--- config.mk ---
export PLATFORM = sky130hd
export DESIGN_NAME = iidl_ctrl
export DESIGN_NICKNAME = d
export VERILOG_FILES = /design/src/hdl/iidl_pkg.sv /design/src/hdl/iidl_ctrl.sv
export SDC_FILE = /design/constraint.sdc
export NUM_CORES = 1
export LEC_CHECK = 0
export ABC_AREA = 1
export BUFFER_PORTS_ARGS = -buffer_cell sky130_fd_sc_hd__buf_2
export CORE_AREA = 2 2 39 41
export DETAILED_ROUTE_END_ITERATION = 12
export DIE_AREA = 0 0 41 43
export GPL_ROUTABILITY_DRIVEN = 0
export PLACE_DENSITY_LB_ADDON = 0.1
export SETUP_SLACK_MARGIN = 0.5
export SLEW_MARGIN = 20
export SYNTH_ARGS = -nofsm -noshare
export SYNTH_HDL_FRONTEND = slang
export SYNTH_SLANG_ARGS = --single-unit
--- constraint.sdc ---
create_clock -name clk_i -period 3.6 [get_ports clk_i]
set_input_delay 1.08 -clock clk_i [delete_from_list [all_inputs] [get_ports clk_i]]
set_output_delay 1.08 -clock clk_i [all_outputs]
set_load 0.03 [all_outputs]
--- src/hdl/iidl_pkg.sv ---
// Shared types and constants for the indexed insert/delete list.
`timescale 1ns / 1ps

package iidl_pkg;

  localparam int CAPACITY = 128;
  localparam int ADDR_W   = $clog2(CAPACITY);
  localparam int CNT_W    = $clog2(CAPACITY + 1);

  localparam int MODE_W   = 2;
  localparam int POS_W    = 7;
  localparam int VALUE_W  = 32;
  localparam int STATUS_W = 2;
  localparam int FILL_W   = 8;
  localparam int CMP_W    = (CNT_W > POS_W) ? CNT_W : POS_W;

  localparam int IN_BITS  = MODE_W + POS_W + VALUE_W;
  localparam int OUT_BITS = VALUE_W + STATUS_W + FILL_W;
  localparam int IN_W     = ((IN_BITS + 7) / 8) * 8;
  localparam int OUT_W    = ((OUT_BITS + 7) / 8) * 8;

  typedef enum logic [MODE_W-1:0] {
    MODE_INSERT = 2'd0,
    MODE_DELETE = 2'd1,
    MODE_READ   = 2'd2,
    MODE_CLEAR  = 2'd3
  } mode_e;

  typedef enum logic [STATUS_W-1:0] {
    ST_OK    = 2'd0,
    ST_FULL  = 2'd1,
    ST_EMPTY = 2'd2,
    ST_RANGE = 2'd3
  } status_e;

  typedef enum logic [2:0] {
    S_IDLE,
    S_DECIDE,
    S_MOVE_RD,
    S_MOVE_WR,
    S_WRITE,
    S_RESP
  } state_e;

  // controller -> datapath
  typedef struct packed {
    logic load;     // capture the input word
    logic k_init;   // start the move index
    logic rd_src;   // read the entry to be moved
    logic rd_pos;   // read the entry at position
    logic mv_wr;    // write the moved entry, step the index
    logic wr_val;   // write the new value at position
    logic commit;   // update count, load the result register
  } iidl_cmd_t;

  // datapath -> controller
  typedef struct packed {
    mode_e   mode;
    status_e status;
    logic    no_move;
    logic    last_move;
    logic    out_free;
  } iidl_stat_t;

endpackage

--- src/hdl/iidl_ctrl.sv ---
// Sequencer for the list: decides, steps the entry moves and hands off the result.
`timescale 1ns / 1ps

module iidl_ctrl
  import iidl_pkg::*;
(
  input  logic       clk_i,
  input  logic       rst_ni,
  input  logic       in_valid_i,
  output logic       in_ready_o,
  input  iidl_stat_t stat_i,
  output iidl_cmd_t  cmd_o
);

  state_e state_q, state_d;

  always_ff @(posedge clk_i or negedge rst_ni) begin
    if (!rst_ni) begin
      state_q <= S_IDLE;
    end else begin
      state_q <= state_d;
    end
  end

  always_comb begin
    state_d    = state_q;
    cmd_o      = '0;
    in_ready_o = 1'b0;
    unique case (state_q)
      S_IDLE: begin
        in_ready_o = 1'b1;
        if (in_valid_i) begin
          cmd_o.load = 1'b1;
          state_d    = S_DECIDE;
        end
      end
      S_DECIDE: begin
        if (stat_i.status != ST_OK) begin
          state_d = S_RESP;
        end else begin
          unique case (stat_i.mode)
            MODE_INSERT: begin
              cmd_o.k_init = 1'b1;
              state_d      = stat_i.no_move ? S_WRITE : S_MOVE_RD;
            end
            MODE_DELETE: begin
              cmd_o.k_init = 1'b1;
              state_d      = stat_i.no_move ? S_RESP : S_MOVE_RD;
            end
            MODE_READ: begin
              cmd_o.rd_pos = 1'b1;
              state_d      = S_RESP;
            end
            default: begin
              state_d = S_RESP;
            end
          endcase
        end
      end
      S_MOVE_RD: begin
        cmd_o.rd_src = 1'b1;
        state_d      = S_MOVE_WR;
      end
      S_MOVE_WR: begin
        cmd_o.mv_wr = 1'b1;
        if (!stat_i.last_move) begin
          state_d = S_MOVE_RD;
        end else if (stat_i.mode == MODE_INSERT) begin
          state_d = S_WRITE;
        end else begin
          state_d = S_RESP;
        end
      end
      S_WRITE: begin
        cmd_o.wr_val = 1'b1;
        state_d      = S_RESP;
      end
      S_RESP: begin
        if (stat_i.out_free) begin
          cmd_o.commit = 1'b1;
          state_d      = S_IDLE;
        end
      end
      default: begin
        state_d = S_IDLE;
      end
    endcase
  end

endmodule

==> flow_summary.toml, run 1 <==
[clocking]
cts_tree = "done"
cts_resized = 0
cts_max_level = 1
cts_root_buf = "clkbuf_4"
clk_path_buf_depth = 2
clk_pin_slew_ps = 40
cts_buffers = 3
clock-sinks = 3
clk_latency_ps = 230
hold_buffers = 0
post_cts_buffers = 0

[die]
ios = 18
coreArea_um2 = 1380
initial_core_util_pct = 20.9
die_h_um = 43
dieArea_um2 = 1760
rows = 14
fp.dieW_um = 41

[timing]
final.setup.tns_ps = 0
worst_slack_ps = 674
hold_viol = 0
rsz0062_at_grt = "no"
finalCritPeriodShare_pct = 81.3
clock_skew_ps = 1.23
tightest_slew_ps = 256
setup_violations = 0
period_needed_ps = 2930
slew_headroom_pct = 82.8
report.final.slew_viol_count = 0
fmax_mhz = 342

[yosys]
avgSynthCellArea_um2 = 6.02
synth-seq-cells = 3
yosysWarnings = 0
syn_inst = 48
synth.net_count = 58
netlist_area_um2 = 289
synth.distinct_cells = 15
seq_area_frac_synth_pct = 26.0

[worst_setup_path]
required_ps = 2520
worstSetupStartpointType = "primary input"
worstSetupPathType = "primary input to output pin"
endpoint_kind = "output pin"
arrival_ps = 1850
critPathMaxFanout = 3

[detailed_routing]
vias = 337
vias_per_cell = 4.06
route.detailed.drc = 0
ant_nets = 0
drt_pass1_iterations = 3
drtIter0Drc = 2
wl_per_cell_um = 8.53
totalWireLength_um = 708

[status]
status = "finished, final reports clean"

[cells_and_area]
final_util_pct = 29.0
area_growth_pct = 39.0
finalNetCount = 78
n_antenna_cell = 0
drive_above_1_share_pct = 34.3
largest-register = "state_q"
stdcell_area_um2 = 402
top_regs = "state_q: 3 flops"
nFillCells = 168
largest_reg_flops = 3

[placement]
dpl.hpwl_um = 561
dpl_cell_area_um2 = 375
pre_cts_slack_ps = 664
portBuffers = 17

[min_path]
hp-class = "primary input to async pin"

[global_routing]
grt_start_max_net_pins = 9
antenna_found_initial = 0
grt_pass1_vias = 297
globalRouteOverflowTotal = 0
grt_usage_pct = 10.5
grt_pass1_wl_um = 1230

[power_and_ir_drop]
p_leak_nw = 0.235
powerDensity_nw_per_um2 = 692
ir_worst_vdd_v = 0.000239
p_total_w = 0.000278

[run]
cap_violations = 0
## area by class of cell
type	instances	area [um2]	area share [%]
clock buffer	4	26.3	6.54
inverter	9	33.8	8.41
multi-input combinational	34	161	40.2
sequential	3	75.1	18.7
tap	16	20.0	4.98
timing repair buffer	17	85.1	21.2
## path summary, 6_finish.rpt
| path | from | end | slack, ps | depth (start not counted) |
|---|---|---|---|---|
| hold / removal | rst_ni | state_q[0]$_DFFE_PN0P_ | 630 | 1 |
| min in group clk_i | state_q[1]$_DFFE_PN0P_ | state_q[1]$_DFFE_PN0P_ | 700 | 4 |
| setup / recovery | stat_i[4] | cmd_o[3] | 670 | 5 |
| max in group asynchronous | rst_ni | state_q[2]$_DFFE_PN0P_ | 2860 | 1 |
| setup reg to reg | state_q[1]$_DFFE_PN0P_ | state_q[1]$_DFFE_PN0P_ | 2480 | 7 |
| hold reg to reg | state_q[1]$_DFFE_PN0P_ | state_q[1]$_DFFE_PN0P_ | 700 | 4 |
## report_power, final
part / internal, W / switching, W / total, W
clock: 0.0000416 / 0.0000179 / 0.0000595
sequential: 0.0000472 / 0.0000273 / 0.0000745
combinational: 0.0000494 / 0.0000944 / 0.000144
total: 0.000138 / 0.000140 / 0.000278
## layer usage
| layer | part of all wire (%) | track usage [%] |
|---|---|---|
| met1 | 51 | 16.2 |
| met2 | 38 | 11.3 |
| met3 | 11 | 7.85 |
| met4 | 0 | 2.00 |
| met5 | 0 | 0 |
## cell families (layout without fill, tap and decap cells)
| family | count (synthesis) | after routing | share of synthesized area, % |
|---|---|---|---|
| simple gates | 32 | 32 | 51.1 |
| buf+inv | 11 | 30 | 18.2 |
| compound gates | 2 | 2 | 4.76 |
| flops | 3 | 3 | 26.0 |
## through the flow
step	hold slack [ps]	std cells
floorplan	606	48
global placement	728	79
detailed placement	714	79
CTS	623	83
global route	621	83
finish	633	83
## Yosys cell counts
| library cell | number | area, um2 |
|---|---|---|
| dfrtp_1 | 3 | 75.1 |
| nor4_1 | 1 | 6.26 |
| buf_6 | 1 | 11.3 |
| nand4_1 | 1 | 6.26 |
| nor2_1 | 9 | 33.8 |
| a21oi_1 | 1 | 5.00 |
| a21o_2 | 1 | 8.76 |
| nor3_1 | 3 | 15.0 |
| nor4_2 | 1 | 12.5 |
| nand2_1 | 12 | 45.0 |
| inv_1 | 9 | 33.8 |
| nand3_1 | 3 | 15.0 |
| nand3b_1 | 1 | 7.51 |
| nor2_2 | 1 | 6.26 |
| buf_4 | 1 | 7.51 |
## placed cells by master (no fill, tap or decap), drive strengths merged
cell type,Yosys,layout
clkbuf,0,4
dfrtp,3,3
nand3b,1,1
a21oi,1,1
nor2,10,10
nand4,1,1
buf,2,17
nand3,3,3
a21o,1,1
inv,9,9
nor4,2,2
nand2,12,12
nor3,3,3
## worst max-delay path: stages
cell,delay [ps]
buf_2,90
nor2_1,160
inv_1,90
nor4_2,190
buf_2,230
No activity file was read; power rests on OpenSTA's default activity.
==> run 2, diff against run 1 <==
==> constraint.sdc (replaced) <==
create_clock -name clk_i -period 2.85 [get_ports clk_i]
set_input_delay 0.855 -clock clk_i [delete_from_list [all_inputs] [get_ports clk_i]]
set_output_delay 0.855 -clock clk_i [all_outputs]
set_load 0.03 [all_outputs]
==> flow_summary.toml, run 2 (synthesis gave the netlist of run 1 again) <==
[worst_setup_path]
endpoint_kind = "output pin"
rr_startpoint = "state_q[1]$_DFFE_PN0P_"
critical-path-max-stage-delay_ps = 290
reg2reg_to = "state_q[0]$_DFFE_PN0P_"
path_cells = "buf_2 -> inv_1 -> nor4_4 -> buf_6"
critPathMaxFanout = 3
timing.critical_path.buf_inv = 3
arrival_ps = 1500
worstSetupStartpointType = "primary input"
crit_path_top_delay_cell = "nor4_4"
crit_family = "buffers and inverters"
r2r_cells = 5
reg2reg_slack_ps = 1760
worstSetupPathType = "primary input to output pin"
required_ps = 2000

[global_routing]
antenna_found_initial = 0
grt_pass1_wl_um = 1120
globalRouteOverflowTotal = 0
grt_pass1_vias = 294
grt_usage_pct = 9.47
grt_start_max_net_pins = 9

[timing]
period_needed_ps = 2350
tightest_slew_ps = 288
rsz0062_at_grt = "yes"
setup_violations = 0
clock_skew_ps = 2.40
slew_headroom_pct = 80.7
final.setup.tns_ps = 0
hold_viol = 0
fmax_mhz = 425
finalCritPeriodShare_pct = 82.6
worst_slack_ps = 497
report.final.slew_viol_count = 0

[cells_and_area]
n_antenna_cell = 0
final_common_cell = "buf_2"
largest-register = "state_q"
area_growth_pct = 55.8
multi_input_area_um2 = 191
finalNetCount = 79
regArea_um2 = 77.6
top_regs = "state_q: 3 flops"
drive_above_1_share_pct = 47.1
nFillCells = 168
layout_common_cells = "buf_2, nand2_1, inv_1, nor2_1"
final_util_pct = 32.5
largest_reg_flops = 3

[placement]
pre_cts_slack_ps = 391
dpl.hpwl_um = 559
portBuffers = 17

[die]
die_h_um = 43
ios = 18
initial_core_util_pct = 20.9
dieArea_um2 = 1760
fp.dieW_um = 41
coreArea_um2 = 1380
rows = 14

[status]
status = "finished, final reports clean"

[detailed_routing]
vias = 339
drt_pass1_iterations = 3
ant_nets = 0
vias_per_cell = 4.04
drtIter0Drc = 6
route.detailed.drc = 0
wl_per_cell_um = 8.21
totalWireLength_um = 690

[clocking]
cts_buffers = 3
clk_latency_ps = 230
clock-sinks = 3
hold_buffers = 0
clk_pin_slew_ps = 40
clk_path_buf_depth = 2
cts_tree = "done"
cts_max_level = 1
cts_root_buf = "clkbuf_4"

[min_path]
hp-class = "primary input to async pin"

[power_and_ir_drop]
ir_worst_vdd_v = 0.000242
powerDensity_nw_per_um2 = 832
p_leak_nw = 0.243

[run]
cap_violations = 0
[run 2: area by class of cell]
type / count / area share [%]
flip-flops and latches: 3 / 17.2
repair buffers: 18 / 22.5
inverters: 9 / 7.50
multi-input cells: 34 / 42.5
clock buffers: 4 / 5.83
well taps: 16 / 4.44
[run 2: worst max path at each step]
stage	startpoint	end	slack (ps)	depth (start not counted)
after floorplan	stat_i[4]	cmd_o[3]	510	3
after global placement	stat_i[4]	cmd_o[3]	390	5
after detailed placement	stat_i[4]	cmd_o[3]	390	5
after CTS	stat_i[6]	cmd_o[3]	500	4
after global routing	stat_i[6]	cmd_o[3]	460	4
final	stat_i[6]	cmd_o[3]	500	4
[run 2: worst register-to-register path: cells and delay by family, from the launching register on]
kind                   cells  cell delay [ps]
AO/OA/AOI/OAI              1              110
flip-flops                 1              370
buffers and inverters      1              150
AND/OR/NAND/NOR            3              340
[run 2: through the flow]
step	power, W	hold slack (ps)	instances	cell area (um2)
final	0.000375	410	84	450
after global routing	0.000410	404	84	450
after CTS	0.000375	406	84	444
after detailed placement	0.000290	653	79	403
after global placement	0.000291	652	79	403
after floorplan	0.000264	559	48	317
[run 2: per-layer routing]
metal	part of all wire [%]	global-route usage, %	vias up
met4	0	8.00	0
li1	-	-	188
met5	0	0	-
met3	5.7	1.57	0
met1	49	13.6	141
met2	45	11.6	10
[run 2: repair_timing]
| item | 4_1_cts | 5_1_grt |
|---|---|---|
| gates resized for setup | 3 | 4 |
| endpoints found under the setup margin | 2 | 2 |
| pin swaps | 2 | 0 |
| setup buffers | 1 | 0 |
[run 2: power by group]
group / internal, W / switching [W]
logic: 0.0000716 / 0.000133
registers: 0.0000628 / 0.0000344
clock network: 0.0000524 / 0.0000207
==> run 3, diff against run 2 <==
--- a/config.mk
+++ b/config.mk
@@ -5,7 +5,7 @@
 export SDC_FILE = /design/constraint.sdc
 export NUM_CORES = 1
 export LEC_CHECK = 0
-export ABC_AREA = 1
+export ABC_AREA = 0
 export BUFFER_PORTS_ARGS = -buffer_cell sky130_fd_sc_hd__buf_2
 export CORE_AREA = 2 2 39 41
 export DETAILED_ROUTE_END_ITERATION = 12
==> constraint.sdc (replaced) <==
create_clock -name clk_i -period 2.4 [get_ports clk_i]
set_input_delay 0.72 -clock clk_i [delete_from_list [all_inputs] [get_ports clk_i]]
set_output_delay 0.72 -clock clk_i [all_outputs]
set_load 0.03 [all_outputs]
==> flow_summary.toml, run 3 <==
[die]
fp.dieW_um = 41
coreArea_um2 = 1380
dieArea_um2 = 1760
die_h_um = 43
rows = 14
initial_core_util_pct = 20.3
ios = 18

[power_and_ir_drop]
internal-power_w = 0.000351
p_leak_nw = 0.263
switching_share_pct = 42.5
p_seq_share_pct = 13.8
switchingPower_w = 0.000260
powerDensity_nw_per_um2 = 1060
p_clk_share_pct = 15.0
ir_worst_vdd_v = 0.000322
comb_power_share_pct = 71.2

[timing]
period_needed_ps = 2040
tightest_slew_ps = 458
report.final.slew_viol_count = 0
fmax_mhz = 490
slew_headroom_pct = 68.6
hold_viol = 0
finalCritPeriodShare_pct = 85.0
clock_skew_ps = 5.79
final.setup.tns_ps = 0
fin_hold_ws_ps = 267
rsz0062_at_grt = "yes"
setup_violations = 0

[clocking]
clk_pin_slew_ps = 40
cts_tree = "done"
cts_root_buf = "clkbuf_4"
clk_path_buf_depth = 2
clock-sinks = 3
cts_max_level = 1
clk_latency_ps = 240
cts_buffers = 3

[worst_setup_path]
timing.critical_path.buf_inv = 2
crit_family = "simple AND/OR/NAND/NOR gates"
arrival_ps = 1320
crit_path_top_delay_cell = "nor4_4"
endpoint_kind = "output pin"
critPathMaxFanout = 2
worstSetupStartpointType = "primary input"
path_cells = "buf_6 -> nand2b_4 -> nor4_4 -> buf_4"
worstSetupPathType = "primary input to output pin"
required_ps = 1680
critical-path-max-stage-delay_ps = 190

[cells_and_area]
layout_common_cells = "buf_4, buf_2, buf_6"
final_common_cell = "buf_4"
area_growth_pct = 104
n_antenna_cell = 0
largest-register = "state_q"
top_regs = "state_q: 3 flops"
regArea_um2 = 75.1
final_util_pct = 41.5
stdcell_area_um2 = 574
finalNetCount = 71
drive_above_1_share_pct = 68.3
multi_input_area_um2 = 248
nFillCells = 133
largest_reg_flops = 3

[yosys]
yosysTopAreaCell = "dfrtp_1"
syn_inst = 33
yosysWarnings = 0
async_flop_share_pct = 100
synth.area.top_cells = "dfrtp_1, nand2_1, nor4_1"
synth.distinct_cells = 22
synth.net_count = 43
yosysMostFrequentCell = "nand2_1"
ys_top_cells_by_count = "nand2_1, dfrtp_1, nor4_1"
synth-seq-cells = 3
seq_area_frac_synth_pct = 26.7
yosys.area.top_type_share_pct = 26.7
ys.flop_type = "dfrtp_1"
avgSynthCellArea_um2 = 8.53
synth_enable_flop_cells = 0
netlist_area_um2 = 282

[global_routing]
globalRouteOverflowTotal = 0
antenna_found_initial = 0
grt_usage_pct = 11.6
grt_start_max_net_pins = 11
grt_pass1_vias = 337
grt_pass1_wl_um = 1370

[placement]
portBuffers = 17
dpl_cell_area_um2 = 429
dpl.hpwl_um = 635

[status]
status = "finished, final reports clean"

[run]
cap_violations = 0

[detailed_routing]
route.detailed.drc = 0
vias = 365
drtIter0Drc = 4
vias_per_cell = 4.80
wl_per_cell_um = 11.6
ant_nets = 0
totalWireLength_um = 879
drt_pass1_iterations = 2

[min_path]
hp-class = "primary input to async pin"
run 3: changes by cell type after synthesis, moves of 3 or more:
cell,change
nand2_1,-7
inv_1,-9
nor2_1,-8
nand3_1,-3
run 3: power groups by stage:
stage	combinational (W)	clock [W]	sequential [W]
after floorplan	0.000259	0	0.0000782
final	0.000434	0.0000918	0.0000842
after CTS	0.000422	0.0000944	0.0000828
after global placement	0.000317	0	0.0000792
after detailed placement	0.000317	0	0.0000790
after global routing	0.000471	0.0000982	0.0000863
run 3: logic make-up (layout without fill, tap and decap cells):
logic type             count (synthesis)  count (layout)  synth area share (%)
and+or+nand+nor                       20              20                  42.7
AOI/OAI and AO/OA                      7               7                  19.1
DFF                                    3               3                  26.7
buffers and inverters                  3              30                  11.6
run 3: timing repair:
item,CTS,global route
pin swaps,4,0
cloned,0,0
hold buffers,0,0
resized for setup,17,6
setup buffers,5,1
endpoints found under the hold margin,0,0
endpoints found under the setup margin,6,7
run 3: area by class of cell:
cell class,instances,share of cell area [%]
flip-flops and latches,3,13.1
multi-input cells,27,43.1
well taps,16,3.49
clock buffers,4,4.58
repair buffers,26,35.7
run 3: metal layers:
layer  part of all wire, %  global-route usage [%]  vias up
met5                     0                       0        -
met4                   1.7                    10.0        0
met3                   5.2                    2.09        2
met2                    51                    15.6       16
met1                    42                    14.9      169
li1                      -                       -      178
run 3: worst paths after layout:
kind / start / to / slack [ps] / cells after the start
setup / recovery: stat_i[5] / cmd_o[3] / 360 / 4
hold / removal: rst_ni / state_q[0]$_DFFE_PN0P_ / 270 / 1
setup reg to reg: state_q[2]$_DFFE_PN0P_ / state_q[0]$_DFFE_PN0P_ / 940 / 5
hold reg to reg: state_q[1]$_DFFE_PN0P_ / state_q[1]$_DFFE_PN0P_ / 700 / 3
max in group asynchronous: rst_ni / state_q[1]$_DFFE_PN0P_ / 2020 / 1
min in group clk_i: state_q[1]$_DFFE_PN0P_ / state_q[1]$_DFFE_PN0P_ / 700 / 3
run 3: per-stage QoR:
stage	worst slack, ps	instances	total power [W]
floorplan	445	33	0.000337
global placement	341	66	0.000397
detailed placement	334	66	0.000396
CTS	352	75	0.000599
global route	333	76	0.000656
finish	361	76	0.000610
